===== src/sv/slis_pkg.sv =====
// shared constants, codes and controller/datapath types for the sorted list
`default_nettype none
package slis_pkg;

	// list geometry
	localparam int DEPTH      = 64;
	localparam int DATA_WIDTH = 32;
	localparam int ADDR_W     = $clog2(DEPTH);
	localparam int CNT_W      = $clog2(DEPTH + 1);

	// port field widths
	localparam int CMD_W   = 2;
	localparam int VALUE_W = 32;
	localparam int POS_W   = 7;
	localparam int ST_W    = 3;
	localparam int COUNT_W = 7;

	// command codes
	localparam logic [CMD_W-1:0] CMD_INSERT = 2'd0;
	localparam logic [CMD_W-1:0] CMD_SEARCH = 2'd1;
	localparam logic [CMD_W-1:0] CMD_REMOVE = 2'd2;

	// status codes
	localparam logic [ST_W-1:0] ST_OK        = 3'd0;
	localparam logic [ST_W-1:0] ST_FULL      = 3'd1;
	localparam logic [ST_W-1:0] ST_NOT_FOUND = 3'd2;
	localparam logic [ST_W-1:0] ST_BAD_POS   = 3'd3;
	localparam logic [ST_W-1:0] ST_EMPTY     = 3'd4;

	// read address select, relative to the index register
	localparam logic [2:0] RD_NONE = 3'd0;
	localparam logic [2:0] RD_IDX  = 3'd1;
	localparam logic [2:0] RD_M1   = 3'd2;
	localparam logic [2:0] RD_M2   = 3'd3;
	localparam logic [2:0] RD_P1   = 3'd4;
	localparam logic [2:0] RD_P2   = 3'd5;

	// write data select
	localparam logic [1:0] WR_NONE = 2'd0;
	localparam logic [1:0] WR_KEY  = 2'd1;
	localparam logic [1:0] WR_RD   = 2'd2;

	// counter and index update
	localparam logic [1:0] UPD_HOLD = 2'd0;
	localparam logic [1:0] UPD_INC  = 2'd1;
	localparam logic [1:0] UPD_DEC  = 2'd2;

	// commands from the controller to the datapath
	typedef struct packed {
		logic            load;
		logic [ST_W-1:0] st_code;
		logic            st_load;
		logic [2:0]      rd_sel;
		logic [1:0]      wr_sel;
		logic [1:0]      idx_upd;
		logic [1:0]      cnt_upd;
		logic            push;
	} dp_cmd_t;

	// status from the datapath to the controller
	typedef struct packed {
		logic cnt_zero;
		logic cnt_full;
		logic pos_bad;
		logic idx_zero;
		logic idx_one;
		logic ge;
		logic eq;
		logic p1_last;
		logic p2_last;
		logic out_free;
	} dp_stat_t;

	// sign-extend or truncate a port value to the stored width
	function automatic logic [DATA_WIDTH-1:0] to_key(input logic [VALUE_W-1:0] v);
		logic [DATA_WIDTH-1:0] k;
		for (int b = 0; b < DATA_WIDTH; b++) begin
			k[b] = v[(b < VALUE_W) ? b : VALUE_W - 1];
		end
		return k;
	endfunction

endpackage
`default_nettype wire


===== src/sv/slis_if.sv =====
// request and response channel interfaces
`default_nettype none
interface slis_req_if;
	logic        valid;
	logic        ready;
	logic [1:0]  cmd;
	logic [31:0] value;
	logic [6:0]  position;

	modport source (output valid, input ready, output cmd, output value, output position);
	modport sink   (input valid, output ready, input cmd, input value, input position);
endinterface

interface slis_rsp_if;
	logic       valid;
	logic       ready;
	logic [2:0] status;
	logic [6:0] count;

	modport source (output valid, input ready, output status, output count);
	modport sink   (input valid, output ready, input status, input count);
endinterface
`default_nettype wire


===== src/sv/slis_ram.sv =====
// generic simple dual-port ram with registered read
`default_nettype none
module slis_ram #(
	parameter int WIDTH = 32,
	parameter int DEPTH = 64
) (
	input  wire logic                     clk,
	input  wire logic                     we,
	input  wire logic [$clog2(DEPTH)-1:0] waddr,
	input  wire logic [WIDTH-1:0]         wdata,
	input  wire logic                     re,
	input  wire logic [$clog2(DEPTH)-1:0] raddr,
	output      logic [WIDTH-1:0]         rdata
);
	logic [WIDTH-1:0] mem_q [DEPTH];

	// write port
	always_ff @(posedge clk) begin
		if (we) begin
			mem_q[waddr] <= wdata;
		end
	end

	// registered read port
	always_ff @(posedge clk) begin
		if (re) begin
			rdata <= mem_q[raddr];
		end
	end
endmodule
`default_nettype wire


===== src/sv/slis_datapath.sv =====
// entry store, index and count registers, compare logic and result register
`default_nettype none
module slis_datapath (
	input  wire logic                   clk,
	input  wire logic                   arst_n,
	input  wire logic [1:0]             req_cmd,
	input  wire logic [31:0]            req_value,
	input  wire logic [6:0]             req_position,
	input  wire logic                   rsp_ready,
	output      logic                   rsp_valid,
	output      logic [2:0]             rsp_status,
	output      logic [6:0]             rsp_count,
	input  wire slis_pkg::dp_cmd_t      cmd,
	output      slis_pkg::dp_stat_t     stat
);
	import slis_pkg::*;

	logic [DATA_WIDTH-1:0] key_q;
	logic [CNT_W-1:0]      idx_q;
	logic [CNT_W-1:0]      cnt_q;
	logic [ST_W-1:0]       status_q;
	logic                  out_valid_q;
	logic [ST_W-1:0]       out_status_q;
	logic [COUNT_W-1:0]    out_count_q;

	logic                  ram_we;
	logic [DATA_WIDTH-1:0] ram_wdata;
	logic                  ram_re;
	logic [ADDR_W-1:0]     ram_raddr;
	logic [DATA_WIDTH-1:0] ram_rdata;

	// read address relative to the index
	always_comb begin
		ram_re    = 1'b1;
		ram_raddr = ADDR_W'(idx_q);
		case (cmd.rd_sel)
			RD_IDX:  ram_raddr = ADDR_W'(idx_q);
			RD_M1:   ram_raddr = ADDR_W'(idx_q - CNT_W'(1));
			RD_M2:   ram_raddr = ADDR_W'(idx_q - CNT_W'(2));
			RD_P1:   ram_raddr = ADDR_W'(idx_q + CNT_W'(1));
			RD_P2:   ram_raddr = ADDR_W'(idx_q + CNT_W'(2));
			default: ram_re    = 1'b0;
		endcase
	end

	// write at the index, either the new key or the entry just read
	always_comb begin
		ram_we    = 1'b0;
		ram_wdata = key_q;
		case (cmd.wr_sel)
			WR_KEY: begin
				ram_we    = 1'b1;
				ram_wdata = key_q;
			end
			WR_RD: begin
				ram_we    = 1'b1;
				ram_wdata = ram_rdata;
			end
			default: ram_we = 1'b0;
		endcase
	end

	slis_ram #(
		.WIDTH(DATA_WIDTH),
		.DEPTH(DEPTH)
	) u_ram (
		.clk  (clk),
		.we   (ram_we),
		.waddr(ADDR_W'(idx_q)),
		.wdata(ram_wdata),
		.re   (ram_re),
		.raddr(ram_raddr),
		.rdata(ram_rdata)
	);

	// key, index and status registers
	always_ff @(posedge clk) begin
		if (cmd.load) begin
			key_q <= to_key(req_value);
			case (req_cmd)
				CMD_INSERT: idx_q <= cnt_q;
				CMD_REMOVE: idx_q <= CNT_W'(req_position - POS_W'(1));
				default:    idx_q <= '0;
			endcase
		end else begin
			case (cmd.idx_upd)
				UPD_INC: idx_q <= idx_q + CNT_W'(1);
				UPD_DEC: idx_q <= idx_q - CNT_W'(1);
				default: idx_q <= idx_q;
			endcase
		end
		if (cmd.st_load) begin
			status_q <= cmd.st_code;
		end
	end

	// entry count
	always_ff @(posedge clk or negedge arst_n) begin
		if (!arst_n) begin
			cnt_q <= '0;
		end else begin
			case (cmd.cnt_upd)
				UPD_INC: cnt_q <= cnt_q + CNT_W'(1);
				UPD_DEC: cnt_q <= cnt_q - CNT_W'(1);
				default: cnt_q <= cnt_q;
			endcase
		end
	end

	// result register
	always_ff @(posedge clk or negedge arst_n) begin
		if (!arst_n) begin
			out_valid_q <= 1'b0;
		end else if (cmd.push) begin
			out_valid_q <= 1'b1;
		end else if (rsp_ready) begin
			out_valid_q <= 1'b0;
		end
	end

	always_ff @(posedge clk) begin
		if (cmd.push) begin
			out_status_q <= status_q;
			out_count_q  <= COUNT_W'(cnt_q);
		end
	end

	assign rsp_valid  = out_valid_q;
	assign rsp_status = out_status_q;
	assign rsp_count  = out_count_q;

	// status flags for the controller
	always_comb begin
		stat.cnt_zero = (cnt_q == '0);
		stat.cnt_full = (cnt_q >= CNT_W'(DEPTH));
		stat.pos_bad  = (req_position == '0) || (int'(req_position) > int'(cnt_q));
		stat.idx_zero = (idx_q == '0);
		stat.idx_one  = (idx_q == CNT_W'(1));
		stat.ge       = ($signed(ram_rdata) >= $signed(key_q));
		stat.eq       = (ram_rdata == key_q);
		stat.p1_last  = (CNT_W'(idx_q + CNT_W'(1)) == cnt_q);
		stat.p2_last  = (CNT_W'(idx_q + CNT_W'(2)) == cnt_q);
		stat.out_free = !out_valid_q || rsp_ready;
	end

`ifndef ASSERT_OFF
	// count never passes the list depth
	a_cnt_bound: assert property (@(posedge clk) disable iff (!arst_n)
		cnt_q <= CNT_W'(DEPTH))
		else $error("entry count above depth");

	// count moves by at most one per cycle
	a_cnt_step: assert property (@(posedge clk) disable iff (!arst_n)
		cnt_q != $past(cnt_q) |->
			(cnt_q == CNT_W'($past(cnt_q) + CNT_W'(1)) ||
			 cnt_q == CNT_W'($past(cnt_q) - CNT_W'(1))))
		else $error("entry count jumped");

	// a new result never overwrites one that is still waiting
	a_push_free: assert property (@(posedge clk) disable iff (!arst_n)
		cmd.push |-> (!out_valid_q || rsp_ready))
		else $error("result overwritten");

	// writes stay inside the RAM depth
	a_wr_range: assert property (@(posedge clk) disable iff (!arst_n)
		ram_we |-> idx_q < CNT_W'(DEPTH))
		else $error("write outside list");
`endif
endmodule
`default_nettype wire


===== src/sv/slis_ctrl.sv =====
// command sequencer for insert, search and remove
`default_nettype none
module slis_ctrl (
	input  wire logic               clk,
	input  wire logic               arst_n,
	input  wire logic               req_valid,
	input  wire logic [1:0]         req_cmd,
	output      logic               req_ready,
	input  wire slis_pkg::dp_stat_t stat,
	output      slis_pkg::dp_cmd_t  cmd
);
	import slis_pkg::*;

	localparam logic [2:0] S_IDLE     = 3'd0;
	localparam logic [2:0] S_INS_RD   = 3'd1;
	localparam logic [2:0] S_INS_CMP  = 3'd2;
	localparam logic [2:0] S_SRCH_RD  = 3'd3;
	localparam logic [2:0] S_SRCH_CMP = 3'd4;
	localparam logic [2:0] S_REM_RD   = 3'd5;
	localparam logic [2:0] S_REM_MV   = 3'd6;
	localparam logic [2:0] S_FIN      = 3'd7;

	logic [2:0] state_q;
	logic [2:0] state_d;

	// next state and datapath commands
	always_comb begin
		state_d     = state_q;
		req_ready   = 1'b0;
		cmd.load    = 1'b0;
		cmd.st_code = ST_OK;
		cmd.st_load = 1'b0;
		cmd.rd_sel  = RD_NONE;
		cmd.wr_sel  = WR_NONE;
		cmd.idx_upd = UPD_HOLD;
		cmd.cnt_upd = UPD_HOLD;
		cmd.push    = 1'b0;
		case (state_q)
			S_IDLE: begin
				req_ready = 1'b1;
				if (req_valid) begin
					cmd.load    = 1'b1;
					cmd.st_load = 1'b1;
					case (req_cmd)
						CMD_INSERT: begin
							if (stat.cnt_full) begin
								cmd.st_code = ST_FULL;
								state_d     = S_FIN;
							end else begin
								state_d = S_INS_RD;
							end
						end
						CMD_SEARCH: begin
							if (stat.cnt_zero) begin
								cmd.st_code = ST_NOT_FOUND;
								state_d     = S_FIN;
							end else begin
								state_d = S_SRCH_RD;
							end
						end
						CMD_REMOVE: begin
							if (stat.cnt_zero) begin
								cmd.st_code = ST_EMPTY;
								state_d     = S_FIN;
							end else if (stat.pos_bad) begin
								cmd.st_code = ST_BAD_POS;
								state_d     = S_FIN;
							end else begin
								state_d = S_REM_RD;
							end
						end
						default: state_d = S_FIN;
					endcase
				end
			end
			// insert: walk down from the top, moving entries not smaller than the key
			S_INS_RD: begin
				if (stat.idx_zero) begin
					cmd.wr_sel  = WR_KEY;
					cmd.cnt_upd = UPD_INC;
					state_d     = S_FIN;
				end else begin
					cmd.rd_sel = RD_M1;
					state_d    = S_INS_CMP;
				end
			end
			S_INS_CMP: begin
				if (stat.ge) begin
					cmd.wr_sel  = WR_RD;
					cmd.idx_upd = UPD_DEC;
					if (stat.idx_one) begin
						state_d = S_INS_RD;
					end else begin
						cmd.rd_sel = RD_M2;
					end
				end else begin
					cmd.wr_sel  = WR_KEY;
					cmd.cnt_upd = UPD_INC;
					state_d     = S_FIN;
				end
			end
			// search: scan from the bottom until a match or the end
			S_SRCH_RD: begin
				cmd.rd_sel = RD_IDX;
				state_d    = S_SRCH_CMP;
			end
			S_SRCH_CMP: begin
				if (stat.eq) begin
					cmd.st_load = 1'b1;
					cmd.st_code = ST_OK;
					state_d     = S_FIN;
				end else if (stat.p1_last) begin
					cmd.st_load = 1'b1;
					cmd.st_code = ST_NOT_FOUND;
					state_d     = S_FIN;
				end else begin
					cmd.rd_sel  = RD_P1;
					cmd.idx_upd = UPD_INC;
				end
			end
			// remove: pull the entries above the position down by one
			S_REM_RD: begin
				if (stat.p1_last) begin
					cmd.cnt_upd = UPD_DEC;
					state_d     = S_FIN;
				end else begin
					cmd.rd_sel = RD_P1;
					state_d    = S_REM_MV;
				end
			end
			S_REM_MV: begin
				cmd.wr_sel  = WR_RD;
				cmd.idx_upd = UPD_INC;
				if (stat.p2_last) begin
					cmd.cnt_upd = UPD_DEC;
					state_d     = S_FIN;
				end else begin
					cmd.rd_sel = RD_P2;
				end
			end
			// hand the word to the result register once it is free
			S_FIN: begin
				if (stat.out_free) begin
					cmd.push = 1'b1;
					state_d  = S_IDLE;
				end
			end
			default: state_d = S_IDLE;
		endcase
	end

	// state register
	always_ff @(posedge clk or negedge arst_n) begin
		if (!arst_n) begin
			state_q <= S_IDLE;
		end else begin
			state_q <= state_d;
		end
	end
endmodule
`default_nettype wire


===== src/sv/sorted_list_insert_search_remove.sv =====
// top level of the sorted list: sequencer plus datapath
// Keeps up to 64 signed 32-bit values in ascending order in a single-port-read,
// single-port-write RAM. One command word is taken at a time on req and one
// result word (status and new count) is returned on rsp. Insert moves up the
// entries not smaller than the value, search scans from the bottom until a
// match or the end, remove pulls the entries above the position down, and
// rejected or unknown commands go straight to the result. A finished word waits
// while the output register still holds an unread word. The next command is
// taken in the cycle after the result is loaded into the output register, even
// if that word has not yet been read. No clearing pass is needed after reset.
`default_nettype none
module sorted_list_insert_search_remove (
	input  wire logic  clk,
	input  wire logic  arst_n,
	slis_req_if.sink   req,
	slis_rsp_if.source rsp
);
	import slis_pkg::*;

	dp_cmd_t  dp_cmd;
	dp_stat_t dp_stat;
	logic     req_ready;

	assign req.ready = req_ready;

	// sequencer
	slis_ctrl u_ctrl (
		.clk      (clk),
		.arst_n   (arst_n),
		.req_valid(req.valid),
		.req_cmd  (req.cmd),
		.req_ready(req_ready),
		.stat     (dp_stat),
		.cmd      (dp_cmd)
	);

	// storage and compare
	slis_datapath u_datapath (
		.clk         (clk),
		.arst_n      (arst_n),
		.req_cmd     (req.cmd),
		.req_value   (req.value),
		.req_position(req.position),
		.rsp_ready   (rsp.ready),
		.rsp_valid   (rsp.valid),
		.rsp_status  (rsp.status),
		.rsp_count   (rsp.count),
		.cmd         (dp_cmd),
		.stat        (dp_stat)
	);
endmodule
`default_nettype wire

===== src/flat_wrapper.sv =====
// flat-port wrapper written by rule: the top's interface ports become plain ports
module sorted_list_insert_search_remove_flat import slis_pkg::*;
  (clk, arst_n, req_valid, req_ready, req_cmd, req_value, req_position, rsp_valid, rsp_ready, rsp_status, rsp_count);
  slis_req_if req_i ();
  slis_rsp_if rsp_i ();
  input  wire logic clk;
  input  wire logic arst_n;
  input wire logic [$bits(req_i.valid)-1:0] req_valid;
  output wire logic [$bits(req_i.ready)-1:0] req_ready;
  input wire logic [$bits(req_i.cmd)-1:0] req_cmd;
  input wire logic [$bits(req_i.value)-1:0] req_value;
  input wire logic [$bits(req_i.position)-1:0] req_position;
  output wire logic [$bits(rsp_i.valid)-1:0] rsp_valid;
  input wire logic [$bits(rsp_i.ready)-1:0] rsp_ready;
  output wire logic [$bits(rsp_i.status)-1:0] rsp_status;
  output wire logic [$bits(rsp_i.count)-1:0] rsp_count;
  assign req_i.valid = req_valid;
  assign req_ready = req_i.ready;
  assign req_i.cmd = req_cmd;
  assign req_i.value = req_value;
  assign req_i.position = req_position;
  assign rsp_valid = rsp_i.valid;
  assign rsp_i.ready = rsp_ready;
  assign rsp_status = rsp_i.status;
  assign rsp_count = rsp_i.count;
  sorted_list_insert_search_remove u_core (.clk(clk), .arst_n(arst_n), .req(req_i), .rsp(rsp_i));
endmodule

===== config.mk =====
export PLATFORM = sky130hd
export DESIGN_NAME = sorted_list_insert_search_remove_flat
export DESIGN_NICKNAME = d
export VERILOG_FILES = /design/src/sv/slis_pkg.sv /design/src/sv/slis_if.sv /design/src/sv/slis_ram.sv /design/src/sv/slis_datapath.sv /design/src/sv/slis_ctrl.sv /design/src/sv/sorted_list_insert_search_remove.sv /design/src/flat_wrapper.sv
export SDC_FILE = /design/constraint.sdc
export NUM_CORES = 2
export LEC_CHECK = 0
export BUFFER_PORTS_ARGS = -buffer_cell sky130_fd_sc_hd__buf_4
export CORE_MARGIN = 4
export CORE_UTILIZATION = 62
export CTS_CLUSTER_SIZE = 28
export DETAILED_ROUTE_END_ITERATION = 12
export PLACE_DENSITY = 0.79
export SLEW_MARGIN = 20
export SYNTH_ARGS = -nofsm -noshare
export SYNTH_HDL_FRONTEND = slang
export SYNTH_SLANG_ARGS = --single-unit

===== constraint.sdc =====
create_clock -name clk -period 7.35 [get_ports clk]
set_clock_uncertainty 0.1 [all_clocks]
set_input_delay 0 -clock clk [delete_from_list [all_inputs] [get_ports clk]]
set_output_delay 0 -clock clk [all_outputs]
set_load 0.01 [all_outputs]

## Yosys cells after proc, flatten, opt, wreduce, memory -nomap -nowiden

Memory sizes are Yosys's and may differ from the RTL's. A register that Yosys moved wholly into a read port is not among the register bits.
Index checks and enable logic that the tools add are counted.
W data, S select, Z words.

| storage, ports and cells | value |
|---|---|
| register bits | 63 |
| memory bits (writable) | 2048 |
| input port bits | 45 |
| output and inout port bits | 12 |
| logic and storage cells | 120 |
| memories kept | 1 |

Memories:

| name | words | width | rd ports | clocked after Yosys merged registers in | wr ports | RTL line | source |
|---|---|---|---|---|---|---|---|
| u_core.u_datapath.u_ram.mem_q | 64 | 32 | 1 | 1 | 1 | slis_ram.sv:15 | `logic [WIDTH-1:0] mem_q [DEPTH];` |

| cells by class | value |
|---|---|
| add/subtract/negate cells | 7 |
| order comparisons | 3 |
| equality and inequality tests | 29 |
| multiplexer cells | 58 |
| reduce and logical (&&, ||, !) cells | 14 |

Operators with widths:

| kind | number |
|---|---|
| $mux W3 | 18 |
| $pmux W7 S2 | 3 |
| $eq A32 B32 Y1 | 1 |
| $ge A32 B32 Y1 | 1 |
| $mux W32 | 1 |
| $pmux W3 S8 | 1 |
| $pmux W6 S4 | 1 |
| $logic_not A7 Y1 | 3 |
| $sub A7 B1 Y7 const B | 3 |
| $eq A3 B3 Y1 const B | 6 |
| $mux W2 | 9 |
| $pmux W3 S3 | 2 |
| $pmux W3 S6 | 1 |
| $mux W1 | 16 |
| $add A7 B1 Y7 const B | 2 |
| $eq A7 B7 Y1 | 2 |
| $eq A3 B2 Y1 const B | 4 |
| $pmux W2 S3 | 2 |
| $eq A2 B1 Y1 const B | 4 |
| $eq A2 B2 Y1 const B | 4 |
| $pmux W2 S4 | 1 |
| $pmux W4 S2 | 1 |
| $add A7 B2 Y7 const B | 1 |
| $eq A7 B1 Y1 const B | 1 |
| other kinds (19) | 23 |

## Depth between registers and ports, before layout

| logic depth | value |
|---|---|
| depth after elaboration | 8 |
| gate-level depth with buffers | 22 |
| gate-level depth less buffers | 21 |

## Modules after synthesis

A second synthesis with hierarchy kept.

| unflattened totals | value |
|---|---|
| cells, all modules | 3899 |
| area total of the unflattened synthesis | 83908.0 µm² |

Modules (own cells, without submodules):

| module | instances | cells an instance | area an instance (µm²) | seq. area each (µm²) |
|---|---|---|---|---|
| slis_ram | 1 | 3324 | 78835.6 | 62459.9 |
| slis_datapath | 1 | 504 | 4570.6 | 1761.7 |
| slis_ctrl | 1 | 71 | 501.7 | 75.1 |

## Worst setup path after synthesis

OpenSTA, ideal clock, no wires.

| timing | value |
|---|---|
| path kind | reg2reg |
| start point | reg u_core.u_datapath.u_ram.rdata[31] (read register of u_core.u_datapath.u_ram.mem_q) |
| end point | mem u_core.u_datapath.u_ram.mem_q[0][1], data pin |
| library setup time | 0.702 ns |
| arrival time | 4.911 ns |
| required time | 6.548 ns |
| setup slack | 1.637 ns |
| stages on the path, launching flop included | 15 |
| buffers on the path | 3 |
| clock period less this slack | 5.713 ns |
| cells stage by stage | edfxtp_1 > ha_1 > buf_2 > nand4_1 > nor3_1 > a22oi_1 > nand2_1 > xor2_1 > nand2_1 > o22ai_1 > nand2b_1 > ha_1 > clkbuf_1 > clkbuf_1 > o21ai_0 |

| between the ends | value |
|---|---|
| cells in the longest elaborated chain, start to end | 5 |

RTL lines:

| element | RTL line | source |
|---|---|---|
| start: declaration | slis_ram.sv:13 | `output logic [WIDTH-1:0] rdata` |
| $ge A32 B32 Y1 | slis_datapath.sv:139 | `stat.ge = ($signed(ram_rdata) >= $signed(key_q));` |
| $mux W2 | slis_ctrl.sv:88 | `if (stat.ge) begin` |
| $pmux W2 S3 | slis_ctrl.sv:38 | `case (state_q)` |
| $eq A2 B2 Y1 | slis_datapath.sv:50 | `case (cmd.wr_sel)` |
| $mux W32 | slis_datapath.sv:50 |  |
| via u_core.u_datapath.ram_wdata[1] | slis_datapath.sv:27 | `logic [DATA_WIDTH-1:0] ram_wdata;` |
| end: declaration | slis_ram.sv:15 |  |

The timed path passes the listed nets, and every way through them passes these cells.

## Worst setup path after layout

| timing | value |
|---|---|
| start point | reg u_core.u_datapath.idx_q[2] |
| end point | reg u_core.u_datapath.u_ram.rdata[12] (read register of u_core.u_datapath.u_ram.mem_q), data pin |

| between the ends | value |
|---|---|
| cells in the longest elaborated chain, start to end | 8 |
| elaborated cells between the ends (all ways) | 23 |
| those cells by class | 4 x add/sub; 8 x eq/ne; 9 x mux; 2 x reduce/logical |

RTL lines:

| element | RTL line | source |
|---|---|---|
| start: declaration | slis_datapath.sv:19 | `logic [CNT_W-1:0] idx_q;` |
| start signal: assignment | slis_datapath.sv:81 | `CMD_INSERT: idx_q <= cnt_q;` |
| start signal: assignment | slis_datapath.sv:82 | `CMD_REMOVE: idx_q <= CNT_W'(req_position - POS_W'(1));` |
| start signal: assignment | slis_datapath.sv:87 | `UPD_INC: idx_q <= idx_q + CNT_W'(1);` |
| $add A7 B1 Y7 | slis_datapath.sv:141 | `stat.p1_last = (CNT_W'(idx_q + CNT_W'(1)) == cnt_q);` |
| $eq A7 B7 Y1 | slis_datapath.sv:141 |  |
| $mux W3 | slis_ctrl.sv:112, slis_ctrl.sv:123 |  |
| $mux W3 | slis_ctrl.sv:108 | `if (stat.eq) begin` |
| $pmux W3 S6 | slis_ctrl.sv:38 |  |
| $eq A3 B3 Y1 (tied with other cells) | slis_datapath.sv:36 | `case (cmd.rd_sel)` |
| $reduce_or A5 Y1 (no line) | n/a |  |
| $mux W1 | slis_datapath.sv:36 |  |

Parallel ways exist; a longest one is shown, timed or not.
A chain may end at the register's enable or synchronous reset.

==> reports/qor.csv <==
stage,metric,value,unit
run_status,outcome,"complete, no violations",
global_route,use_met1,47.19,%
timing,rsz0062_at_grt,false,
cts,clkTransAtPathRegs,0.07,ns
cts,clock-sinks,2143,
cts,cts.htree.levels,4,
critical_path,cpMostUsedCell,nand2_1,
timing,timing.final.crit_period,6.857,ns
cts,numCtsBuffers,200,
finish,drive_above_1_share,12.89,%
global_route,grt.total_usage,35.11,%
timing,fin_tns_setup,0,ns
global_route,busiest_layer,met2,
detailed_routing,antenna_left,0,
placed_design,place_congestion,0.9143,
logic_synthesis,synth_compound_area_share,3.180,%
critical_path,r2r-end,u_core.u_datapath.u_ram.rdata[12],
placed_design,dp_cells,7958,
global_route,use_met2,52.54,%
cts,cts_root_buf,clkbuf_16,
finish,final_util,70.82,%
critical_path,cp.required,7.70,ns
logic_synthesis,synth-edff-count,2132,
floorplan,die_height,381.5,um
floorplan,dieArea,145500,um2
floorplan,io_pins,57,
logic_synthesis,netlist_area,86480,um2
finish,num-fill-cells,8221,
detailed_routing,drt-total-wl,257300,um
timing,max_freq,145.8,MHz
timing,final-max-slew-violation-count,0,
global_route,grt_pass1_wl,373800,um
critical_path,worstReg2RegStart,u_core.u_datapath.idx_q[2],
logic_synthesis,synthXorXnorAreaFrac,0.3935,%
global_route,grt_pass1_vias,55678,
cts,cts_buffer_depth,3,
placed_design,io_buffers,56,
logic_synthesis,synth_cell_type_count,82,
logic_synthesis,syn_inst,6202,
detailed_routing,viasPerCell,6.840,
critical_path,path_cells,"ha_1, nand2_1, xnor2_1, or4_4, nor3_4, nor2_1, o41ai_2, or2_4, buf_12, nand2_1, nand3_1, nand4_1, nor4_1",
critical_path,crit_end,u_core.u_datapath.u_ram.rdata[12],
detailed_routing,wl_per_cell,30.54,um
critical_path,setup.worst_path.end_class,flip-flop,
worst_hold_path,hold_path_class,primary input to asynchronous set/reset pin,
finish,nets,6487,
timing,hold_violations,0,
critical_path,startpoint,u_core.u_datapath.idx_q[2],
cts,clk_latency,0.84,ns
critical_path,slowest_stage,nor4_1,
global_route,use_met3,9.800,%
critical_path,crit_type,flip-flop to flip-flop,
critical_path,ff2ff_path_depth,13,
floorplan,initial_core_util,62.67,%
logic_synthesis,yosysSeqAreaShare,74.35,%
critical_path,crit_fanout,157,
logic_synthesis,muxShareOfSynthArea,4.238,%
cts,postCtsResizedCells,0,
run,drv_cap,0,
global_route,antenna_found_initial,9,
logic_synthesis,synth_warnings,0,
finish,multi_input_area,21100,um2
critical_path,max_stage_delay,1.00,ns
placed_design,place_hpwl,142900,um
timing,maxSlewHeadroom,18.66,%
critical_path,r2r_setup_slack,0.49,ns
detailed_routing,drc,0,
floorplan,num_rows,136,
detailed_routing,vias,57631,
logic_synthesis,synth_nets,6304,
logic_synthesis,synth-seq-cells,2143,
cts,cts_tree,built,
finish,layout.cells.non_filler,8425,
timing,worstMarginPinSlew,1.217,ns
timing,finalSetupViolCount,0,
floorplan,dieWidth,381.5,um
timing,period_share,93.30,%
finish,syn2layout_area_growth,13.00,%
finish,layout.area.seq,64300,um2
logic_synthesis,synthAdderAreaFrac,0.8333,%
logic_synthesis,async_flop_share,0.5133,%
logic_synthesis,synth_top_family_by_area,simple AND/OR/NAND/NOR gates,
logic_synthesis,avgSynthCellArea,13.94,um2
global_route,grt_max_degree,158,
floorplan,core,138000,um2
detailed_routing,dr.pass1.iters,6,
critical_path,cp-start-kind,flip-flop,
global_route,grt.overflow.total,0,
logic_synthesis,synth-simple-area-share,14.66,%
logic_synthesis,ys.flop_type,edfxtp_1,
timing,hold_ws,0.1599,ns
critical_path,arrival,7.21,ns
detailed_routing,dr.first_iter.drc_count,10838,
==> cell type report <==
class / instances / area share (%)
Clock buffer: 249 / 5.440
Sequential cell: 2143 / 65.79
Antenna cell: 7 / 0.01792
Inverter: 55 / 0.2112
Timing Repair Buffer: 365 / 3.436
Multi-Input combinational cell: 3620 / 21.59
Clock inverter: 123 / 1.132
Tap cell: 1863 / 2.385
==> cell families (layout without fill, tap and decap cells) <==
kind of cell / after synthesis / after routing
AOI/OAI and AO/OA: 443 / 443
xor gates and xnor gates: 38 / 38
buffers and inverters: 439 / 792
muxes: 177 / 177
other: 0 / 7
DFF: 2143 / 2143
and+or+nand+nor: 2905 / 2905
adders and majority gates: 57 / 57
==> layout by cell type, fill, tap and decap left out, drive strengths merged, types with 19 or more instances in the layout <==
cell type | Yosys | final
edfxtp | 2132 | 2132
nand2 | 1646 | 1646
nand3 | 948 | 948
buf | 257 | 280
clkbuf | 127 | 249
a21oi | 188 | 188
mux4 | 151 | 151
nor2 | 110 | 110
clkinv | 1 | 96
dlygate4sd3 | 0 | 85
o21ai | 78 | 78
inv | 54 | 60
ha | 56 | 56
nand4 | 52 | 52
and3 | 40 | 40
a31oi | 32 | 32
xnor2 | 26 | 26
mux2i | 23 | 23
or4 | 23 | 23
bufinv | 0 | 19
==> repair_timing <==
action	in CTS	in global routing
hold buffers	85	0
buffers inserted	0	0
hold endpoints to repair	91	0
==> sequential cells by signal, summed over array words and instances (netlist names) <==
name,flops
u_core.u_datapath.rsp_count,7
u_core.u_datapath.u_ram.mem_q,2048
u_core.u_datapath.cnt_q,7
u_core.u_datapath.status_q,3
u_core.u_datapath.key_q,32
u_core.u_ctrl.state_q,3
u_core.u_datapath.idx_q,7
u_core.u_datapath.rsp_status,3
u_core.u_datapath.rsp_valid,1
u_core.u_datapath.u_ram.rdata,32
==> metrics by stage <==
stage / instance area [um2] / setup WS (ns)
6_report: 97730 / 0.4926
5_1_grt: 97710 / 0.4196
4_1_cts: 97630 / 0.8113
3_5_place_dp: 90350 / 0.8551
3_3_place_gp: 90320 / 0.8891
2_1_floorplan: 86480 / 1.637
==> critical path, delay by kind of cell, from the launching register on <==
kind / cells / cell delay, ns
AND/OR/NAND/NOR: 9 / 3.53
flip-flops: 1 / 0.73
buffers and inverters: 1 / 0.59
AO/OA/AOI/OAI: 1 / 0.58
adder cells (fa/ha/maj): 1 / 0.53
XOR/XNOR: 1 / 0.19
==> routing by layer <==
layer / vias to the layer above / wire, um
li1: 23373 / -
met1: 27902 / 85160
met2: 5328 / 116200
met3: 1020 / 39220
met4: 8 / 16690
met5: - / 50
==> cells in the mapped netlist (4+ instances only) <==
library cell / number / area [um2]
a21oi_1: 188 / 940.9
a211oi_1: 16 / 120.1
o21a_1: 15 / 112.6
xnor2_1: 25 / 219.0
nand3_1: 948 / 4745
xor2_1: 12 / 105.1
o22ai_1: 18 / 112.6
mux2i_1: 23 / 230.2
a2111o_1: 10 / 112.6
a31o_2: 4 / 35.03
o211ai_1: 6 / 45.04
o32ai_1: 4 / 35.03
a31oi_1: 32 / 200.2
buf_2: 187 / 935.9
nor4_1: 8 / 50.05
a311oi_1: 13 / 113.9
or3_1: 16 / 100.1
or4_1: 22 / 165.2
nand2_1: 1646 / 6178
nor2_1: 109 / 409.1
and4_1: 4 / 35.03
nor3_1: 13 / 65.06
inv_1: 53 / 198.9
ha_1: 56 / 700.7
mux4_2: 151 / 3401
dfrtp_1: 11 / 275.3
nand2b_1: 10 / 62.56
clkbuf_1: 127 / 476.7
buf_1: 37 / 138.9
o21ai_0: 77 / 385.4
o2111ai_1: 4 / 35.03
nand4_1: 52 / 325.3
buf_6: 7 / 78.83
and3_1: 40 / 250.2
a32oi_1: 13 / 113.9
buf_4: 26 / 195.2
or2_2: 6 / 37.54
nor3b_1: 7 / 52.55
edfxtp_1: 2132 / 64020
nor2b_1: 5 / 31.28
a21o_1: 7 / 52.55
==> worst min path at each step <==
stage / start / end / slack, ns / cells after the start
after floorplan: arst_n / u_core.u_ctrl.state_q[0] / -0.40 / 0
after global placement: arst_n / u_core.u_datapath.rsp_valid / -0.25 / 1
after detailed placement: arst_n / u_core.u_datapath.rsp_valid / -0.25 / 1
after CTS: arst_n / u_core.u_datapath.cnt_q[5] / 0.14 / 3
after global routing: arst_n / u_core.u_datapath.cnt_q[5] / 0.22 / 3
final: arst_n / u_core.u_datapath.cnt_q[5] / 0.16 / 3
Power is left out: the tool's default activity adds up to more than one toggle a clock period on the data nets, which glitch-free logic cannot reach.
